### config.mk
export PLATFORM = sky130hd
export DESIGN_NAME = sorted_sound_effect_voice_list
export DESIGN_NICKNAME = d
export VERILOG_FILES = /design/src/rtl/ssevl_pkg.sv /design/src/rtl/sorted_sound_effect_voice_list.sv /design/src/rtl/ssevl_cell.sv
export SDC_FILE = /design/constraint.sdc
export NUM_CORES = 1
export LEC_CHECK = 0
export BUFFER_PORTS_ARGS = -buffer_cell sky130_fd_sc_hd__clkbuf_2
export CAP_MARGIN = 20
export CORE_MARGIN = 2
export CORE_UTILIZATION = 25
export CTS_BUF_LIST = sky130_fd_sc_hd__clkbuf_4 sky130_fd_sc_hd__clkbuf_8
export CTS_CLUSTER_SIZE = 16
export DETAILED_ROUTE_END_ITERATION = 8
export SYNTH_ARGS = -nofsm -noshare
export SYNTH_HDL_FRONTEND = slang
export SYNTH_SLANG_ARGS = --single-unit
### constraint.sdc
create_clock -name i_clk -period 6.75 [get_ports i_clk]
set_input_delay 0 -clock i_clk [delete_from_list [all_inputs] [get_ports i_clk]]
set_output_delay 0 -clock i_clk [all_outputs]
set_load 0.02 [all_outputs]
### src/rtl/ssevl_pkg.sv
// Shared types and constants for the sorted sound effect voice list.
`default_nettype none
package ssevl_pkg;

    localparam int LIST_DEPTH_DEF = 8;
    localparam int FRAME_W        = 16;
    localparam int STATUS_W       = 3;
    localparam int COUNT_W        = 4;

    localparam logic CMD_PLAY = 1'b0;
    localparam logic CMD_TICK = 1'b1;

    typedef enum logic [2:0] {
        ST_INSERTED  = 3'd0,
        ST_REPLACED  = 3'd1,
        ST_IGNORED   = 3'd2,
        ST_DUPLICATE = 3'd3,
        ST_NO_SLOT   = 3'd4,
        ST_TICK      = 3'd5
    } t_status;

    typedef enum logic [2:0] {
        OP_NOP,
        OP_INSERT,
        OP_REPLACE,
        OP_REMOVE,
        OP_ADVANCE
    } t_cell_op;

    typedef enum logic [1:0] {
        S_IDLE,
        S_SWEEP,
        S_REPORT
    } t_state;

    typedef struct packed {
        logic               valid;
        logic [FRAME_W-1:0] cur_frame;
        logic [FRAME_W-1:0] end_frame;
    } t_entry;

    typedef struct packed {
        logic ins_seen;
        logic rem_seen;
    } t_chain;

    typedef struct packed {
        logic               command;
        logic [FRAME_W-1:0] start_frame;
        logic [FRAME_W-1:0] end_frame;
    } t_in;

    typedef struct packed {
        logic [STATUS_W-1:0] status;
        logic [COUNT_W-1:0]  active_count;
        logic [FRAME_W-1:0]  head_current;
        logic [FRAME_W-1:0]  head_end;
    } t_out;

endpackage
`default_nettype wire

### src/rtl/sorted_sound_effect_voice_list.sv
// Top level of the sorted sound effect voice list: slot chain, sequencer, result register.
//
// Input channel: i_valid / o_stall with payload i_data (command, start_frame,
// end_frame); a transfer happens at a clock edge with i_valid high and o_stall low.
// Output channel: o_valid / i_stall with payload o_data (status, active_count,
// head_current, head_end); one result per accepted item.
// Configuration: i_cfg_we writes i_cfg_data into the ignore threshold at the edge.
// A play request is settled in the transfer cycle by the slot chain and its
// status passes through the report state into the output register.
// A tick removes one finished entry per cycle, front first, then advances all
// survivors together before the report state. The next item is taken once the
// result is in the output register, so no new item is taken while one is in progress.
// While the receiver stalls the result holds in o_data; one further item may be
// accepted and processed, its result waiting until the output register frees.
// Synchronous reset empties the list, clears the threshold and drops o_valid.
`default_nettype none
module sorted_sound_effect_voice_list #(
    parameter int LIST_DEPTH = ssevl_pkg::LIST_DEPTH_DEF
) (
    input  wire                          i_clk,
    input  wire                          i_rst_n,
    input  wire                          i_valid,
    output logic                         o_stall,
    input  ssevl_pkg::t_in               i_data,
    output logic                         o_valid,
    input  wire                          i_stall,
    output ssevl_pkg::t_out              o_data,
    input  wire                          i_cfg_we,
    input  wire [ssevl_pkg::FRAME_W-1:0] i_cfg_data
);
    import ssevl_pkg::*;

    localparam int CNT_W = $clog2(LIST_DEPTH + 1);

    t_state               r_state;
    t_state               n_state;
    logic [CNT_W-1:0]     r_count;
    logic [CNT_W-1:0]     n_count;
    t_status              r_status;
    t_status              n_status;
    logic [FRAME_W-1:0]   r_threshold;
    logic                 r_out_valid;
    t_out                 r_out;
    t_cell_op             cell_op;
    logic                 accept;
    logic                 load_out;

    t_entry               w_entry [LIST_DEPTH];
    t_chain               w_chain [LIST_DEPTH+1];
    logic [LIST_DEPTH-1:0] w_dup;
    logic [LIST_DEPTH-1:0] w_valid;
    t_entry               empty_entry;

    assign empty_entry = '0;
    assign w_chain[0]  = '0;

    for (genvar g = 0; g < LIST_DEPTH; g++) begin : g_cell
        t_entry prev_e;
        t_entry next_e;
        if (g == 0) begin : g_first
            assign prev_e = empty_entry;
        end else begin : g_mid
            assign prev_e = w_entry[g-1];
        end
        if (g == LIST_DEPTH - 1) begin : g_last
            assign next_e = empty_entry;
        end else begin : g_inner
            assign next_e = w_entry[g+1];
        end
        ssevl_cell #(
            .HEAD (g == 0)
        ) u_cell (
            .i_clk       (i_clk),
            .i_rst_n     (i_rst_n),
            .i_op        (cell_op),
            .i_req_start (i_data.start_frame),
            .i_req_end   (i_data.end_frame),
            .i_prev      (prev_e),
            .i_next      (next_e),
            .i_chain     (w_chain[g]),
            .o_chain     (w_chain[g+1]),
            .o_entry     (w_entry[g]),
            .o_dup       (w_dup[g])
        );
        assign w_valid[g] = w_entry[g].valid;
    end

    assign o_stall  = (r_state != S_IDLE);
    assign accept   = i_valid && (r_state == S_IDLE);
    assign load_out = (r_state == S_REPORT) && (!r_out_valid || !i_stall);

    always_comb begin
        n_state  = r_state;
        n_count  = r_count;
        n_status = r_status;
        cell_op  = OP_NOP;
        unique case (r_state)
            S_IDLE: begin
                if (accept) begin
                    if (i_data.command == CMD_TICK) begin
                        n_state = S_SWEEP;
                    end else begin
                        n_state = S_REPORT;
                        priority if (w_valid[0] && (i_data.end_frame <= r_threshold)) begin
                            n_status = ST_IGNORED;
                        end else if (w_valid[0] && (w_entry[0].end_frame <= r_threshold)) begin
                            n_status = ST_REPLACED;
                            cell_op  = OP_REPLACE;
                        end else if (|w_dup) begin
                            n_status = ST_DUPLICATE;
                        end else if (!w_chain[LIST_DEPTH].ins_seen) begin
                            n_status = ST_NO_SLOT;
                        end else begin
                            n_status = ST_INSERTED;
                            cell_op  = OP_INSERT;
                            if (r_count != CNT_W'(LIST_DEPTH)) begin
                                n_count = r_count + CNT_W'(1);
                            end
                        end
                    end
                end
            end
            S_SWEEP: begin
                if (w_chain[LIST_DEPTH].rem_seen) begin
                    cell_op = OP_REMOVE;
                    n_count = r_count - CNT_W'(1);
                end else begin
                    cell_op  = OP_ADVANCE;
                    n_status = ST_TICK;
                    n_state  = S_REPORT;
                end
            end
            S_REPORT: begin
                if (load_out) begin
                    n_state = S_IDLE;
                end
            end
            default: begin
                n_state = S_IDLE;
            end
        endcase
    end

    always_ff @(posedge i_clk) begin
        if (!i_rst_n) begin
            r_state     <= S_IDLE;
            r_count     <= '0;
            r_status    <= ST_INSERTED;
            r_threshold <= '0;
            r_out_valid <= 1'b0;
        end else begin
            r_state  <= n_state;
            r_count  <= n_count;
            r_status <= n_status;
            if (i_cfg_we) begin
                r_threshold <= i_cfg_data;
            end
            if (load_out) begin
                r_out_valid <= 1'b1;
            end else if (!i_stall) begin
                r_out_valid <= 1'b0;
            end
        end
    end

    always_ff @(posedge i_clk) begin
        if (load_out) begin
            r_out.status       <= r_status;
            r_out.active_count <= COUNT_W'(r_count);
            r_out.head_current <= w_valid[0] ? w_entry[0].cur_frame : '0;
            r_out.head_end     <= w_valid[0] ? w_entry[0].end_frame : '0;
        end
    end

    assign o_valid = r_out_valid;
    assign o_data  = r_out;

    a_count_matches: assert property (@(posedge i_clk) disable iff (!i_rst_n)
        $countones(w_valid) == int'(r_count))
        else $error("entry count disagrees with occupied slots");

    a_slots_packed: assert property (@(posedge i_clk) disable iff (!i_rst_n)
        (w_valid & (w_valid + LIST_DEPTH'(1))) == '0)
        else $error("occupied slots are not packed towards the head");

    a_sweep_shrinks: assert property (@(posedge i_clk) disable iff (!i_rst_n)
        (r_state == S_SWEEP) |=> (r_count <= $past(r_count)))
        else $error("count grew during a tick sweep");

    a_report_follows: assert property (@(posedge i_clk) disable iff (!i_rst_n)
        load_out |=> (o_valid && (r_state == S_IDLE)))
        else $error("result not presented after report");

endmodule
`default_nettype wire

### src/rtl/ssevl_cell.sv
// One list slot: holds an entry and shifts it to or from its neighbours.
`default_nettype none
module ssevl_cell #(
    parameter bit HEAD = 1'b0
) (
    input  wire                         i_clk,
    input  wire                         i_rst_n,
    input  ssevl_pkg::t_cell_op         i_op,
    input  wire [ssevl_pkg::FRAME_W-1:0] i_req_start,
    input  wire [ssevl_pkg::FRAME_W-1:0] i_req_end,
    input  ssevl_pkg::t_entry           i_prev,
    input  ssevl_pkg::t_entry           i_next,
    input  ssevl_pkg::t_chain           i_chain,
    output ssevl_pkg::t_chain           o_chain,
    output ssevl_pkg::t_entry           o_entry,
    output logic                        o_dup
);
    import ssevl_pkg::*;

    t_entry r_entry;
    t_entry n_entry;
    logic   gt;
    logic   is_pos;
    logic   done;

    always_comb begin
        gt       = r_entry.valid && (r_entry.end_frame > i_req_end);
        is_pos   = !i_chain.ins_seen && !gt;
        done     = r_entry.valid && (r_entry.cur_frame == r_entry.end_frame);
        o_chain.ins_seen = i_chain.ins_seen || !gt;
        o_chain.rem_seen = i_chain.rem_seen || done;
        o_dup    = is_pos && r_entry.valid && (r_entry.end_frame == i_req_end);
        n_entry  = r_entry;
        unique case (i_op)
            OP_NOP: begin
            end
            OP_INSERT: begin
                if (i_chain.ins_seen) begin
                    n_entry = i_prev;
                end else if (!gt) begin
                    n_entry.valid     = 1'b1;
                    n_entry.cur_frame = i_req_start;
                    n_entry.end_frame = i_req_end;
                end
            end
            OP_REPLACE: begin
                if (HEAD) begin
                    n_entry.cur_frame = i_req_start;
                    n_entry.end_frame = i_req_end;
                end
            end
            OP_REMOVE: begin
                if (i_chain.rem_seen || done) begin
                    n_entry = i_next;
                end
            end
            OP_ADVANCE: begin
                if (r_entry.valid) begin
                    n_entry.cur_frame = r_entry.cur_frame + FRAME_W'(1);
                end
            end
            default: begin
            end
        endcase
    end

    always_ff @(posedge i_clk) begin
        if (!i_rst_n) begin
            r_entry.valid <= 1'b0;
        end else begin
            r_entry.valid <= n_entry.valid;
        end
        r_entry.cur_frame <= n_entry.cur_frame;
        r_entry.end_frame <= n_entry.end_frame;
    end

    assign o_entry = r_entry;

endmodule
`default_nettype wire

# After elaboration in Yosys (flattened, before gate mapping)
# Index checks and enable logic that the tools add are counted.
[totals] regBits=329 word_cells=300
[op_classes] addsub=10 magnitude_cmp=10 n_eq_ne=58 mux=87 n_reduce_logical=102
[op_table] op="33-bit 2-to-1 mux" count=23
[op_table] op="16-bit one-hot mux with 3 select lines" count=8
[op_table] op="16-bit equality test" count=16
[op_table] op="16-bit one-hot mux with 2 select lines" count=7
[op_table] op="16-bit by 1-bit adder with 16-bit output, second input constant" count=8
[op_table] op="16-bit > comparator" count=8
[op_table] op="16-bit 2-to-1 mux" count=8
[op_table] op="16-bit one-hot mux with 4 select lines" count=1
[op_table] op="1-bit logical AND" count=43
[op_table] op="2-bit by 1-bit != test with 1-bit output, second input constant" count=19
[op_table] op="4-bit AND reduction" count=9
[op_table] op="16-bit <= comparator" count=2
[op_table] op="4-bit 2-to-1 mux" count=8
[op_table] op="3-bit AND reduction" count=10
[op_table] op="3-bit 2-to-1 mux" count=8
[op_table] op="2-bit != test, second input constant" count=9
[op_table] op="3-bit by 2-bit != test with 1-bit output, second input constant" count=6
[op_table] op="1-bit logical NOT" count=16
[op_table] op="2-bit 2-to-1 mux" count=8
[op_table] op="1-bit one-hot mux with 2 select lines" count=8
[op_table] op="1-bit logical OR" count=15
[op_table] op="3-bit one-hot mux with 2 select lines" count=2
[op_table] op="9-bit AND reduction" count=1
[op_table] op="4-bit one-hot mux with 2 select lines" count=1
[op_table] op="other kinds (16)" count=23

# Logic depth before layout (Yosys ltp)
# Gate-level depths: netlist of run 1.
[depth] word_depth=23 depth_mapped=16

# Modules after synthesis
# A second synthesis of run 1 with hierarchy kept.
[unflattened] cells_unflattened=2597 hier_area_um2=25107.8
[by_module_without_submodules] module="ssevl_cell (g_cell[1].u_cell ...)" instances=5 cells_per_inst=281 area_per_inst_um2=2690.1 seq_area_each_um2=980.9
[by_module_without_submodules] module="sorted_sound_effect_voice_list" instances=1 cells_per_inst=313 area_per_inst_um2=3465.8 seq_area_each_um2=1691.6
[by_module_without_submodules] module="ssevl_cell (g_cell[0].u_cell)" instances=1 cells_per_inst=320 area_per_inst_um2=2839.0 seq_area_each_um2=980.9
[by_module_without_submodules] module="ssevl_cell (g_cell[7].u_cell)" instances=1 cells_per_inst=281 area_per_inst_um2=2692.6 seq_area_each_um2=980.9
[by_module_without_submodules] module="ssevl_cell (g_cell[6].u_cell)" instances=1 cells_per_inst=278 area_per_inst_um2=2660.1 seq_area_each_um2=980.9

# Worst setup path before layout of run 1
# Ideal clock, no wire load.
[synth_timing] path_kind="register -> register" from="register g_cell[0].u_cell.r_entry (netlist bit g_cell[0].u_cell.o_entry[13])" to="register g_cell[5].u_cell.r_entry (netlist bit g_cell[5].u_cell.o_entry[16]), enable pin" setup_ns=0.414 arrival_ns=3.987 slack_ns=2.349 stages_incl_launch_ff=13 path_buffers=1 period_less_slack_ns=4.401 cell_sequence="edfxtp_1 -> ha_1 -> nand4_1 -> or4_1 -> nand2_1 -> a31oi_1 -> nand4_1 -> o21ai_0 -> nor3_1 -> and3_1 -> buf_2 -> nor2_1 -> a211oi_1"
[synth_via] elab_chain_cells=23
[synth_rtl] item="start, declared" line="ssevl_cell.sv:20" text="t_entry r_entry;"
[synth_rtl] item="16-bit > comparator" line="ssevl_cell.sv:27" text="gt = r_entry.valid && (r_entry.end_frame > i_req_end);"
[synth_rtl] item="1-bit logical AND" line="ssevl_cell.sv:27"
[synth_rtl] item="1-bit logical NOT" line="ssevl_cell.sv:28, ssevl_cell.sv:30"
[synth_rtl] item="1-bit logical OR (6 in a row)" line="ssevl_cell.sv:30" text="o_chain.ins_seen = i_chain.ins_seen || !gt;"
[synth_rtl] item="1-bit logical NOT" line="ssevl_cell.sv:28" text="is_pos = !i_chain.ins_seen && !gt;"
[synth_rtl] item="1-bit logical AND" line="ssevl_cell.sv:28"
[synth_rtl] item="1-bit logical AND (2 in a row)" line="ssevl_cell.sv:32" text="o_dup = is_pos && r_entry.valid && (r_entry.end_frame == i_req_end);"
[synth_rtl] item="8-bit OR reduction" line="sorted_sound_effect_voice_list.sv:109" text="end else if (|w_dup) begin"
[synth_rtl] item="1-bit 2-to-1 mux" line="sorted_sound_effect_voice_list.sv:109"
[synth_rtl] item="2-bit 2-to-1 mux" line="sorted_sound_effect_voice_list.sv:106" text="end else if (w_valid[0] && (w_entry[0].end_frame <= r_threshold)) begin"
[synth_rtl] item="2-bit 2-to-1 mux" line="sorted_sound_effect_voice_list.sv:104" text="priority if (w_valid[0] && (i_data.end_frame <= r_threshold)) begin"
[synth_rtl] item="2-bit 2-to-1 mux" line="sorted_sound_effect_voice_list.sv:100" text="if (i_data.command == CMD_TICK) begin"
[synth_rtl] item="2-bit 2-to-1 mux" line="sorted_sound_effect_voice_list.sv:99" text="if (accept) begin"
[synth_rtl] item="3-bit one-hot mux with 2 select lines" line="sorted_sound_effect_voice_list.sv:97" text="unique case (r_state)"
[synth_rtl] item="3-bit by 1-bit equality test with 1-bit output (tied with other cells)" line="ssevl_cell.sv:34" text="unique case (i_op)"
[synth_rtl] item="3-bit by 2-bit != test with 1-bit output (no source line) (tied with other cells)"
[synth_rtl] item="4-bit AND reduction (no source line) (*)"
[synth_rtl] item="end, declared" line="ssevl_cell.sv:20"
# Mark *: on every way between the ends. The rest lies on a longest branch, timed or not.
# A chain may end at the register's enable or synchronous reset.

# Worst setup path in the final report of run 1
[layout_timing] from="input i_data[12] (netlist name)" to="register r_status[0]"
[layout_via] elab_chain_cells=20
[layout_rtl] item="start, declared" line="sorted_sound_effect_voice_list.sv:24" text="input ssevl_pkg::t_in i_data,"
[layout_rtl] item="16-bit > comparator" line="ssevl_cell.sv:27"
[layout_rtl] item="1-bit logical AND" line="ssevl_cell.sv:27"
[layout_rtl] item="1-bit logical NOT" line="ssevl_cell.sv:28, ssevl_cell.sv:30"
[layout_rtl] item="1-bit logical OR (6 in a row)" line="ssevl_cell.sv:30"
[layout_rtl] item="1-bit logical NOT" line="ssevl_cell.sv:28"
[layout_rtl] item="1-bit logical AND" line="ssevl_cell.sv:28"
[layout_rtl] item="1-bit logical AND (2 in a row)" line="ssevl_cell.sv:32"
[layout_rtl] item="8-bit OR reduction" line="sorted_sound_effect_voice_list.sv:109"
[layout_rtl] item="3-bit 2-to-1 mux" line="sorted_sound_effect_voice_list.sv:109"
[layout_rtl] item="3-bit 2-to-1 mux" line="sorted_sound_effect_voice_list.sv:106"
[layout_rtl] item="3-bit 2-to-1 mux (*)" line="sorted_sound_effect_voice_list.sv:104"
[layout_rtl] item="3-bit 2-to-1 mux (*)" line="sorted_sound_effect_voice_list.sv:100"
[layout_rtl] item="3-bit 2-to-1 mux (*)" line="sorted_sound_effect_voice_list.sv:99"
[layout_rtl] item="3-bit one-hot mux with 2 select lines (*)" line="sorted_sound_effect_voice_list.sv:97"
[layout_rtl] item="end signal, assigned" line="sorted_sound_effect_voice_list.sv:154" text="r_status <= n_status;"
[layout_rtl] item="end, declared" line="sorted_sound_effect_voice_list.sv:39" text="t_status r_status;"
# Mark *: on every way between the ends. The rest lies on a longest branch, timed or not. The select of a mux whose other input is x is not followed.

==> flow_metrics.tcl, run 1 <==
set metrics [dict create \
    run_status "finished, final reports clean" \
    worst_slack_ps 1770 \
    syn_area_per_cell_um2 9.01 \
    clk_pin_slew_ps 60 \
    path_max_fanout 36 \
    wl_per_cell_um 20.4 \
    setup_violations 0 \
    hp-class "in -> reg" \
    finalClockSkew_ps 55.4 \
    gr-total-overflow 0 \
    fin_setup_tns_ps 0 \
    cts_setup_buffers 0 \
    netlist_instances 2720 \
    synth_area_leaders "edfxtp_1 36%, ha_1 8.7%, a21oi_1 6.4%" \
    syn2layout_area_growth_pct 15.0 \
    vias 21000 \
    die_h_um 317 \
    layout.nets 3033 \
    fp.dieW_um 317 \
    grt_pass1_vias 19900 \
    cts_tree "yes" \
    synth_mux_area_share_pct 5.46 \
    antenna_left 0 \
    gp_congestion 0.965 \
    synthXorXnorAreaFrac_pct 8.61 \
    pre_cts_ws_ps 1820 \
    syn_area_um2 24500 \
    rows 114 \
    yosys.cell_types.count 88 \
    cts_buffer_depth 3 \
    yosys.area_share.simple_pct 18.3 \
    path_class "in -> reg" \
    clk_latency_ps 710 \
    ys_ff_latch 329 \
    synth_nets 2945 \
    slew_viol_final 0 \
    clockRootBuffer "clkbuf_8" \
    drv_cap 0 \
    grt_max_degree 107 \
    yosysSeqAreaShare_pct 38.9 \
    cts_sinks 329 \
    port_buffers 94 \
    final_cell_mix "360 x nor2_1, 312 x a21oi_1, 295 x edfxtp_1" \
    max_slew_margin_pct 27.4 \
    async_flop_share_pct 0 \
    nFillCells 10300 \
    r2r_start "g_cell[0].u_cell.o_entry[11]" \
    min-delay-start "i_stall" \
    synth_compound_area_share_pct 15.7 \
    synth_top_family_by_area "simple AND/OR/NAND/NOR gates" \
    drt_iter0_markers 2095 \
    rsz0062_at_grt "no" \
    fin_crit_sh_pct 73.8 \
    yosysWarnings 0 \
    grt.total_usage_pct 16.3 \
    synthAdderAreaFrac_pct 8.76 \
    multiInputGateArea_um2 14000 \
    placed_area_um2 26200 \
    crit_arrival_ps 5560 \
    stdcell_area_um2 28200 \
    cts_max_level 2 \
    regArea_um2 9540 \
    dpl.hpwl_mm 63.8 \
    power.leakage_nw 10.3 \
    setup.worst_path.start_class "input port" \
    synthDominantCellAreaShare_pct 36.1 \
    hold_violations 0 \
    initial_core_util_pct 25.3 \
    startpoint "i_data[12]" \
    synthFlopType "edfxtp_1" \
    powerDensity_nw_per_um2 199 \
    route.detailed.drc 0 \
    layout-drive-gt1-share_pct 9.49 \
    dr.pass1.iters 7 \
    dieArea_um2 101000 \
    grt_pass1_wl_mm 125 \
    pin_count 95 \
    antenna_found_initial 0 \
    end_kind "register" \
    diodes 0 \
    crit_required_ps 7330 \
    period_minus_slack_ps 4980 \
    final_common_cell "nor2_1" \
    fmax_mhz 201 \
    tightest_slew_ps 1090 \
    vias_per_cell 5.08 \
    synth_edf_count 295 \
    synth_area_leader_cell "edfxtp_1" \
    vdd_drop_max_mv 0.134 \
    core_um2 97000 \
    routed_wl_mm 84.1 \
    cts_buffers 59 \
]
final cells by class:
cell class | instances | share of cell area, %
multi-input combinational | 2144 | 49.8
clock inverter | 35 | 1.20
timing repair buffer | 204 | 5.22
sequential | 329 | 33.9
inverter | 70 | 0.932
clock buffer | 74 | 3.30
tap | 1276 | 5.67
critical path, stage by stage:
cell and delay [ps]:
dlygate4sd3_1 560, clkbuf_2 150, clkinv_1 580, ha_1 580, nand4_1 150, or4_1 580, nand2_1 130, a31oi_4 70
nand4_1 160, buf_4 360, o21ai_0 270, a21oi_1 900, a21oi_1 220, o221a_2 290, dlygate4sd3_1 550
where the power goes:
part / internal (mW) / switching, mW / total, mW
Clock: 1.17 / 0.911 / 2.08
Sequential: 2.40 / 0.251 / 2.65
Combinational: 0.370 / 0.519 / 0.888
final timing paths:
check             cells past startpoint  slack, ps          end
hold reg to reg                       0        440   o_data[37]
setup reg to reg                     12       1960  r_status[0]
hold / removal                        4        220      o_valid
setup / recovery                     15       1770  r_status[0]
metrics by stage:
| stage | instances | hold slack [ps] | util [%] | power, mW |
|---|---|---|---|---|
| floorplan | 2720 | 145 | - | 3.17 |
| CTS | 4132 | 154 | 29.1 | 5.64 |
| global route | 4132 | 242 | 29.1 | 5.85 |
| global placement | 3953 | 239 | 27.0 | 3.51 |
| finish | 4132 | 216 | 29.1 | 5.62 |
| detailed placement | 3953 | 244 | 27.0 | 3.53 |
kinds of logic after synthesis:
group,count (synthesis)
flip-flops,329
XOR/XNOR,241
AO/OA/AOI/OAI,649
AND/OR/NAND/NOR,950
adder cells (fa/ha/maj),171
multiplexers,133
buffers and inverters,247
synthesized netlist by cell type, drive strengths merged (6+ instances only):
cell    number
or4         17
nor2b       11
nor4        24
clkinv      17
and4        11
nor2       361
edfxtp     295
inv         53
mux2         6
buf         62
a211oi     105
and2        38
nor3        23
dfxtp       34
clkbuf     115
a21oi      315
o211ai       6
a21o        15
nand3       81
nand2      238
a31oi       24
mux2i      127
nor3b        7
or3          6
xor2       120
o21a         7
and3        47
xnor2      121
ha         170
o22ai       19
nand4       61
o21ai      114
flip-flops by register name (all words and copies together) (netlist names):
name	cells
g_cell.u_cell.o_entry	264
o_data	39
o_valid	1
r_count	4
r_state	2
r_status	3
r_threshold	16
repair_timing:
item,CTS,global route
hold buffers,70,0
resized for setup,0,0
endpoints found under the hold margin,158,0
per-layer routing:
metal	wire (µm)	share of wire (%)	global-route usage [%]	vias to the layer above
met5	0	0	0	-
met4	4900	5.8	8.67	0
met3	5150	6.1	2.46	202
met2	38700	46	27.2	786
met1	35400	42	20.3	9901
li1	-	-	-	10100
No activity file was read; power rests on OpenSTA's default activity.
==> run 2, diff against run 1 <==
Clock period 6.75 ns to 4.3 ns, I/O delays scaled along.
==> run 2 against run 1 <==
Net effect:
- critical path depth is 2 lower
- total power is 55% higher
- design area is 1.8% higher
- flip-flop and latch count stayed put
- first-iteration DRC count is 3.7% lower
- sequential share of layout area is 0.61 points lower
- utilization is 0.53 points higher
- global-route usage is 0.16 points higher
- worst setup slack worse by 1500 ps
- die area stayed put
- clock power is 49% higher
- non-clock buffer count is 57 higher
==> flow_metrics.tcl, run 2 (synthesized netlist as in run 1, its figures left out) <==
set metrics [dict create \
    rows 114 \
    port_buffers 94 \
    period_minus_slack_ps 4040 \
    route.detailed.drc 0 \
    final_common_cell "nor2_1" \
    wl_per_cell_um 20.1 \
    final_cell_mix "358 x nor2_1, 312 x a21oi_1, 295 x edfxtp_1" \
    end_kind "register" \
    vias 21100 \
    layout-drive-gt1-share_pct 11.8 \
    cts_buffer_depth 3 \
    reg2reg_slack_ps 260 \
    pin_count 95 \
    dieArea_um2 101000 \
    clk_pin_slew_ps 60 \
    antenna_left 0 \
    routed_wl_mm 84.2 \
    core_um2 97000 \
    hp-class "in -> reg" \
    die_h_um 317 \
    nFillCells 10200 \
    cp_slowest_stage_delay_ps 590 \
    crit_required_ps 4660 \
    largest_register_ffs 264 \
    cts_buffers 60 \
    grt.total_usage_pct 16.5 \
    vdd_drop_max_mv 0.199 \
    max_slew_margin_pct 26.1 \
    syn2layout_area_growth_pct 17.1 \
    r2r_start "g_cell[0].u_cell.o_entry[9]" \
    crit_chain "buf_4 > ha_1 > a21o_1 > nand3_1 > a21oi_1 > a2111oi_0 > a21oi_1 > a21boi_0 > nor3_1 > nand3_1 > o21ai_0 > a211oi_2 > buf_4" \
    fin_setup_tns_ps 0 \
    slew_viol_final 0 \
    cts_sinks 329 \
    rsz0062_at_grt "no" \
    run_status "finished, final reports clean" \
    setup.worst_path.start_class "register" \
    dpl.hpwl_mm 65.0 \
    grt_pass1_vias 20100 \
    cp.depth 13 \
    layout.nets 3091 \
    clockRootBuffer "clkbuf_8" \
    finalClockSkew_ps 34.6 \
    path_class "reg -> reg" \
    cts_tree "yes" \
    setup_violations 0 \
    pre_cts_ws_ps -183 \
    r2r_end "g_cell[5].u_cell.o_entry[28]" \
    power.leakage_nw 10.6 \
    clk_latency_ps 700 \
    powerDensity_nw_per_um2 303 \
    fmax_mhz 247 \
    cts_max_level 2 \
    crit_arrival_ps 4400 \
    rr_worst_depth 13 \
    fp.dieW_um 317 \
    holdPathStages 3 \
    hold_violations 0 \
    vias_per_cell 5.03 \
    diodes 0 \
    drt_iter0_markers 2017 \
    critPathBufInv 2 \
    antenna_found_initial 1 \
    initial_core_util_pct 25.3 \
    path_max_fanout 16 \
    gp_congestion 0.945 \
    critPathTopFamily "compound AO/OA/AOI/OAI gates" \
    startpoint "g_cell[0].u_cell.o_entry[9]" \
    fin_crit_sh_pct 94.0 \
    dr.pass1.iters 6 \
    gr-total-overflow 0 \
    worstSetupEndpoint "g_cell[5].u_cell.o_entry[28]" \
    tightest_slew_ps 1100 \
    drv_cap 0 \
    grt_max_degree 97 \
    worst_slack_ps 257 \
    slowest_stage "a21boi_0" \
    grt_pass1_wl_mm 126 \
]
run 2: cell types whose count changed in the layout (fill, tap and decap cells not counted), sizes merged:
| cell | before | now |
|---|---|---|
| buf | 40 | 99 |
| clkbuf | 168 | 182 |
| clkinv | 41 | 29 |
| bufinv | 7 | 2 |
| dlygate4sd3 | 70 | 68 |
run 2: through the flow:
stage                     utilization, %  hold WS [ps]  area (µm²)  cells  total power [mW]
after floorplan                        -           145       24500   2720              4.98
after global placement              27.6           240       26800   4011              5.54
after detailed placement            27.6           244       26800   4011              5.57
after CTS                           29.5          19.7       28700   4185              8.72
after global routing                29.6          94.6       28700   4186              9.06
final                               29.6          87.1       28700   4186              8.69
run 2: worst min path at each step:
stage                   start                          end  slack, ps
2_1_floorplan         i_stall                      o_valid        140
3_3_place_gp   i_cfg_data[13]              r_threshold[13]        240
3_5_place_dp   i_cfg_data[15]              r_threshold[15]        240
4_1_cts             i_data[0]  g_cell[1].u_cell.o_entry[0]         20
5_1_grt             i_data[0]  g_cell[1].u_cell.o_entry[0]         90
6_report            i_data[0]  g_cell[1].u_cell.o_entry[0]         90
run 2: repair_timing:
item,CTS,global route
gates resized for setup,1,8
hold endpoints to repair,180,0
buffers inserted,0,1
pin swaps,0,1
endpoints found under the setup margin,13,223
hold buffers,68,0
run 2: report_power, final:
part           leakage [nW]  internal [mW]  total [mW]  switching [mW]
clock network         0.646           1.70        3.10            1.40
logic                  6.97          0.615        1.47           0.855
registers              3.02           3.76        4.12           0.358
total                  10.6           6.08        8.69            2.61
run 2: layout make-up:
class / count / area (µm²) / share of cell area (%)
multi-input cells: 2144 / 14100 / 49.0
flip-flops and latches: 329 / 9540 / 33.2
repair buffers: 261 / 2020 / 7.04
well taps: 1276 / 1600 / 5.56
clock buffers: 88 / 1070 / 3.74
inverters: 70 / 274 / 0.955
clock inverters: 18 / 133 / 0.462
run 2: metal layers:
metal	part of all wire (%)	GRT usage, %	wire [µm]
met5	0.019	0	16
met4	5.9	8.80	4960
met3	6.3	2.07	5340
met2	45	26.8	38100
met1	42	21.3	35700
run 2: worst min-delay path: stages:
cell and delay, ps:
clkbuf_2 360, a21oi_1 140, o21ai_0 140
